**config.mk**
```make
export PLATFORM = sky130hd
export DESIGN_NAME = srcw_stage
export DESIGN_NICKNAME = d
export VERILOG_FILES = /design/src/rtl/srcw_pkg.sv /design/src/rtl/srcw_stage.sv
export SDC_FILE = /design/constraint.sdc
export NUM_CORES = 2
export LEC_CHECK = 0
export BUFFER_PORTS_ARGS = -buffer_cell sky130_fd_sc_hd__buf_2
export CORE_MARGIN = 5
export CORE_UTILIZATION = 45
export CTS_CLUSTER_SIZE = 16
export DETAILED_ROUTE_END_ITERATION = 6
export PLACE_DENSITY = 0.71
export SLEW_MARGIN = 10
export SYNTH_ARGS = -nofsm -noshare
export SYNTH_HDL_FRONTEND = slang
export SYNTH_SLANG_ARGS = --single-unit
```
**constraint.sdc**
```tcl
create_clock -name clk_i -period 10.11 [get_ports clk_i]
set_input_delay 1.5165 -clock clk_i [delete_from_list [all_inputs] [get_ports clk_i]]
set_output_delay 1.5165 -clock clk_i [all_outputs]
set_load 0.05 [all_outputs]
```
**src/rtl/srcw_pkg.sv**
```systemverilog
// srcw_pkg: shared constants and helpers for the sectioned rational curve warp
// no dependencies
`timescale 1ns / 1ps
package srcw_pkg;
  localparam int unsigned ORDERS_DEF    = 5;
  localparam int unsigned FRAC_BITS_DEF = 16;
  localparam int unsigned NUM_GAINS     = 5;
  localparam int unsigned GAIN_W        = 16;
  localparam int unsigned GAIN_FRAC     = 14;
  localparam int unsigned MAG_W         = GAIN_FRAC + 1;
  localparam logic signed [GAIN_W-1:0] GAIN_ONE = 16'sd16384;

  localparam logic [GAIN_W-1:0] GAIN0_RST = 16'd16384;
  localparam logic [GAIN_W-1:0] GAIN1_RST = 16'd11469;
  localparam logic [GAIN_W-1:0] GAIN2_RST = 16'hECCD;
  localparam logic [GAIN_W-1:0] GAIN3_RST = 16'd0;
  localparam logic [GAIN_W-1:0] GAIN4_RST = 16'd0;

  localparam int unsigned ADDR_W = 5;

  // limit a raw gain to -1.0 .. +1.0
  function automatic logic signed [GAIN_W-1:0] sat_gain(input logic [GAIN_W-1:0] raw);
    logic signed [GAIN_W-1:0] g;
    g = signed'(raw);
    if (g > GAIN_ONE) begin
      return GAIN_ONE;
    end else if (g < -GAIN_ONE) begin
      return -GAIN_ONE;
    end
    return g;
  endfunction
endpackage

```
**src/rtl/srcw_stage.sv**
```systemverilog
// srcw_stage: one warp stage, split, rational bend with a pipelined restoring divider,
// rejoin and divide by the section count; uses srcw_pkg
`timescale 1ns / 1ps
module srcw_stage import srcw_pkg::*; #(
  parameter int unsigned FRAC_BITS = FRAC_BITS_DEF,
  parameter int unsigned NSEC      = 1
) (
  input  logic                 clk_i,
  input  logic                 rst_ni,
  input  logic                 en_i,
  input  logic                 valid_i,
  input  logic [FRAC_BITS:0]   x_i,
  input  logic [GAIN_W-1:0]    gain_i,
  output logic                 valid_o,
  output logic [FRAC_BITS:0]   x_o
);
  localparam int unsigned F   = FRAC_BITS;
  localparam int unsigned VW  = F + 1;
  localparam int unsigned QW  = F + 1;
  localparam int unsigned DW  = F + 16;
  localparam int unsigned NW  = 2 * F + 17;
  localparam int unsigned PW  = F + 3;
  localparam int unsigned SW  = PW - F;
  localparam int unsigned RS  = F + 8;
  localparam int unsigned MW  = F + 9;
  localparam int unsigned L   = QW + 5;
  localparam logic [MW-1:0] RECIP = MW'((64'd1 << RS) / NSEC);
  localparam logic [VW-1:0] ONE   = VW'(1) << F;
  localparam logic [PW-1:0] NS    = PW'(NSEC);
  localparam logic [PW-1:0] NHALF = PW'(NSEC / 2);
  localparam logic [DW-1:0] DBASE = DW'(1) << (GAIN_FRAC + F);

  logic [L-1:0] vld_q;

  // split stage
  logic [PW-1:0] t_w;
  logic signed [GAIN_W-1:0] gsat_w, gs_w;
  logic [SW-1:0] sec0_q;
  logic [F-1:0]  f0_q;
  logic          neg0_q;
  logic [MAG_W-1:0] a0_q;
  assign t_w    = PW'(x_i) * NS;
  assign gsat_w = sat_gain(gain_i);
  assign gs_w   = t_w[F] ? -gsat_w : gsat_w;

  // numerator and denominator
  logic [VW-1:0] b_w;
  logic [MAG_W+VW-1:0] p_w;
  logic [DW-1:0] den_w;
  logic [15:0]   c_w;
  logic [NW-1:0] num_w;
  assign b_w   = neg0_q ? VW'(f0_q) : ONE - VW'(f0_q);
  assign p_w   = (MAG_W+VW)'(a0_q) * (MAG_W+VW)'(b_w);
  assign den_w = DBASE + DW'(p_w);
  assign c_w   = 16'(GAIN_ONE) + (neg0_q ? 16'(a0_q) : 16'd0);
  assign num_w = ((NW'(f0_q) * NW'(c_w)) << F) + NW'(den_w >> 1);

  logic [NW-1:0] rem_q [QW+1];
  logic [DW-1:0] den_q [QW+1];
  logic [QW-1:0] quo_q [QW+1];
  logic [SW-1:0] sec_q [QW+1];

  always_ff @(posedge clk_i or negedge rst_ni) begin
    if (!rst_ni) begin
      vld_q <= '0;
    end else if (en_i) begin
      vld_q <= {vld_q[L-2:0], valid_i};
    end
  end

  always_ff @(posedge clk_i) begin
    if (en_i) begin
      sec0_q   <= t_w[PW-1:F];
      f0_q     <= t_w[F-1:0];
      neg0_q   <= gs_w[GAIN_W-1];
      a0_q     <= gs_w[GAIN_W-1] ? MAG_W'(-gs_w) : MAG_W'(gs_w);
      rem_q[0] <= num_w;
      den_q[0] <= den_w;
      quo_q[0] <= '0;
      sec_q[0] <= sec0_q;
    end
  end

  // restoring divider, one quotient bit per stage
  for (genvar j = 0; j < QW; j++) begin : g_div
    logic [NW-1:0] sh_w;
    logic          ge_w;
    assign sh_w = NW'(den_q[j]) << (QW - 1 - j);
    assign ge_w = rem_q[j] >= sh_w;
    always_ff @(posedge clk_i) begin
      if (en_i) begin
        rem_q[j+1] <= ge_w ? rem_q[j] - sh_w : rem_q[j];
        den_q[j+1] <= den_q[j];
        quo_q[j+1] <= {quo_q[j][QW-2:0], ge_w};
        sec_q[j+1] <= sec_q[j];
      end
    end
  end

  // rejoin, then divide by the section count via reciprocal
  logic [PW-1:0] v_q, v2_q, q0_q;
  logic [PW+MW-1:0] prod_w;
  logic [PW-1:0] r_w, q_w;
  logic [VW-1:0] x_q;
  assign prod_w = (PW+MW)'(v_q) * (PW+MW)'(RECIP);
  assign r_w    = v2_q - q0_q * NS;
  assign q_w    = (r_w >= NS) ? q0_q + PW'(1) : q0_q;

  always_ff @(posedge clk_i) begin
    if (en_i) begin
      v_q  <= (PW'(sec_q[QW]) << F) + PW'(quo_q[QW]) + NHALF;
      q0_q <= PW'(prod_w >> RS);
      v2_q <= v_q;
      x_q  <= (q_w > PW'(ONE)) ? ONE : VW'(q_w);
    end
  end

  assign valid_o = vld_q[L-1];
  assign x_o     = x_q;
endmodule

```
==> impl_metrics.csv <==
group,metric,value,unit
critical_path,worstRegToRegCells,43,
place,gp_congestion,1.01,
critical_path,cpMaxStageDelayCell,"fa_1",
logic_synthesis,synth_cells,9791,
critical_path,r2r_slack,0.41,ns
logic_synthesis,synth_flop_cell,"edfxtp_1",
critical_path,worstSetupPathType,"reg2reg",
grt,grt_pass1_vias,73700,
timing,hold_viol,0,
logic_synthesis,synth_nets,11000,
logic_synthesis,synthesis.area,103000,µm²
clock_tree,cts.path.max_buffers,3,
critical_path,rr_startpoint,"f0_q[0]",
min_path,hold_path_end,"quo_q[12][2]",
logic_synthesis,ys_warn_count,0,
routing,first_pass_iters,6,
routing,initialDrtViolationCount,5494,
floorplan,die_y,488,µm
grt,antenna_found_initial,0,
timing,worstMarginPinSlew,1.17,ns
clock_tree,clk_pin_slew,0.06,ns
clock_tree,ctsHoldBuffers,0,
final_layout,layout-drive-gt1-share,7.62,%
floorplan,ios,55,
floorplan,coreArea,227000,µm²
logic_synthesis,ys_async_sr_fraction,1.46,%
place,portBuffers,54,
timing,fmax,103,MHz
critical_path,critPathBufInv,10,
grt,grt_max_degree,168,
routing,wire_per_inst,19.4,µm
logic_synthesis,ys_top_cells_by_area,"edfxtp_1 (43%), ha_1 (9.7%), fa_1 (7.6%)",
timing,setup_ws,0.411,ns
job,maxCapViolCount,0,
timing,setup_viol,0,
min_path,hp-class,"reg2reg",
critical_path,cp-end-kind,"flip-flop",
floorplan,die-area,238000,µm²
floorplan,die_w,488,µm
critical_path,cp-start-kind,"flip-flop",
min_path,min_path_cells,0,
clock_tree,worstSkewPairLatency,0.84,ns
final_layout,area_growth,10.1,%
routing,via_per_inst,5.56,
run_status,status,"finished, final reports clean",
critical_path,critPathMostFrequentCell,"fa_1",
critical_path,r2r-end,"rem_q[0][44]",
grt,grt_pass1_wl,401000,µm
critical_path,critPathLaunch,"f0_q[0]",
timing,final.period_utilization,95.9,%
logic_synthesis,ys_ff_latch,1504,
routing,routed_wl,253000,µm
clock_tree,htreeDepth,4,
critical_path,cp.required,10.67,ns
logic_synthesis,ys_seq_area_share,43.9,%
timing,clock-skew-final,0.0404,ns
clock_tree,cts_tree,"built",
grt,overflow,0,
routing,detail-route-antenna-nets,0,
logic_synthesis,synth_area_leader_cell,"edfxtp_1",
timing,drv_slew,0,
final_layout,finalNonFillerCells,13000,
logic_synthesis,synth_edf_count,1482,
grt,grt_usage,21.1,%
timing,tns,0,ns
place,dp_hpwl,196000,µm
clock_tree,root_buffer,"clkbuf_16",
timing,max-slew-margin-rel,21.4,%
floorplan,floorplan.initialDensity,45.2,%
clock_tree,clock_sinks,1504,
place,dp_cells,12700,
logic_synthesis,synthDistinctLibCells,121,
critical_path,cp.arrival,10.25,ns
place,place_ws,-0.121,ns
clock_tree,tritoncts.num_buffers,170,
critical_path,crit_path_max_fanout,11,
timing,fin_crit,9.70,ns
min_path,min-delay-start,"quo_q[11][1]",
floorplan,fp-row-count,175,
critical_path,path_delay_family,"adder cells",
logic_synthesis,yosys.area.top_type_share,43.3,%
logic_synthesis,post_synth.cell_area_avg,10.5,µm²
routing,num_vias,72500,
routing,drc,0,
final_layout,finalNetCount,11100,
critical_path,slowest_delay,0.54,ns
## routing by layer
metal  global-route usage [%]  routed length, µm  up-vias
met5                        0                  0        -
met4                     11.2              14900        0
met3                     2.92              11200      651
met2                     38.1             128000     2059
met1                     24.3              98600    34900
li1                         -                  -    34900
## worst max path at each step
stage                    to  slack, ns  cells after the start
2_1_floorplan  rem_q[0][44]       0.59                     40
3_3_place_gp   rem_q[0][44]     -0.007                     42
3_5_place_dp   rem_q[0][44]      -0.12                     42
4_1_cts        rem_q[0][46]       0.06                     44
5_1_grt        rem_q[0][44]      -0.13                     40
6_report       rem_q[0][44]       0.41                     43
## metrics by stage
stage                     area (µm²)  util [%]  hold WS [ns]
after floorplan               103000         -         0.400
after global placement        107000      46.9         0.400
after detailed placement      107000      46.9         0.405
after CTS                     113000      49.6         0.395
after global routing          113000      49.7         0.409
final                         113000      49.7         0.395
## cell usage in the layout, fill, tap and decap left out, types with 53 or more instances in the layout
| cell type | Yosys | routed |
|---|---|---|
| a31oi_1 | 59 | 58 |
| and3_1 | 161 | 160 |
| mux2_2 | 119 | 119 |
| o21bai_1 | 70 | 70 |
| ha_1 | 792 | 783 |
| xnor2_1 | 367 | 364 |
| and2_1 | 172 | 172 |
| nand2b_1 | 95 | 95 |
| nand4_1 | 106 | 106 |
| inv_1 | 1158 | 1156 |
| o21ai_0 | 512 | 508 |
| nor4_1 | 66 | 61 |
| a21o_1 | 324 | 324 |
| nand3_1 | 144 | 144 |
| xor2_1 | 288 | 287 |
| fa_1 | 390 | 388 |
| nor2b_1 | 93 | 92 |
| nor3_1 | 143 | 138 |
| nor2_1 | 552 | 549 |
| a21oi_1 | 658 | 655 |
| o31ai_1 | 54 | 54 |
| buf_4 | 2 | 136 |
| nand2_1 | 896 | 894 |
| edfxtp_1 | 1482 | 1482 |
| o21a_1 | 88 | 88 |
| clkbuf_16 | 0 | 171 |
| buf_2 | 48 | 53 |
## Yosys cell counts, types with 21 or more instances
cell,instances
a211oi_1,45
a21boi_0,27
a21o_1,324
a21oi_1,658
a31o_2,25
a31oi_1,59
and2_1,172
and3_1,161
and4_1,23
buf_2,48
clkbuf_1,211
dfrtp_1,22
edfxtp_1,1482
fa_1,390
ha_1,792
inv_1,1158
mux2_2,119
mux2i_1,21
nand2_1,896
nand2b_1,95
nand3_1,144
nand4_1,106
nor2_1,552
nor2b_1,93
nor3_1,143
nor4_1,66
nor4b_1,23
o211ai_1,36
o21a_1,88
o21ai_0,512
o21ai_1,47
o21bai_1,70
o31a_1,30
o31ai_1,54
or2_2,33
or3_1,51
or4_1,24
xnor2_1,367
xor2_1,288
## area by class of cell
| class | count | area [µm²] |
|---|---|---|
| diodes | 3 | 7.51 |
| clock buffers | 209 | 4440 |
| clock inverters | 108 | 1480 |
| fillers | 20100 | 114000 |
| inverters | 1164 | 4370 |
| multi-input cells | 6839 | 52400 |
| flip-flops and latches | 1504 | 45100 |
| well taps | 3009 | 3760 |
| repair buffers | 200 | 1470 |
## state kept, by name, summed over array words and instances (netlist names)
| register | cells |
|---|---|
| rem_q | 692 |
| den_q | 533 |
| quo_q | 153 |
| vld_q | 22 |
| q0_q | 18 |
| sec_q | 18 |
| v_q | 18 |
| x_o | 17 |
| f0_q | 16 |
| a0_q | 15 |
| neg0_q | 1 |
| sec0_q | 1 |
## timing repair
action / 4_1_cts / 5_1_grt
resized for setup: 3 / 50
buffers inserted: 3 / 18
setup endpoints to repair: 9 / 20
pin swaps: 1 / 42
## kinds of logic after synthesis
group	synth area share, %
flip-flops	43.9
XOR/XNOR	5.59
other	0.00365
AND/OR/NAND/NOR	12.8
adder cells (fa/ha/maj)	17.3
AO/OA/AOI/OAI	13.5
buffers and inverters	5.38
multiplexers	1.59
Power is not shown: default switching activity piles up to over one toggle a cycle in this logic, so the estimate is an artifact.
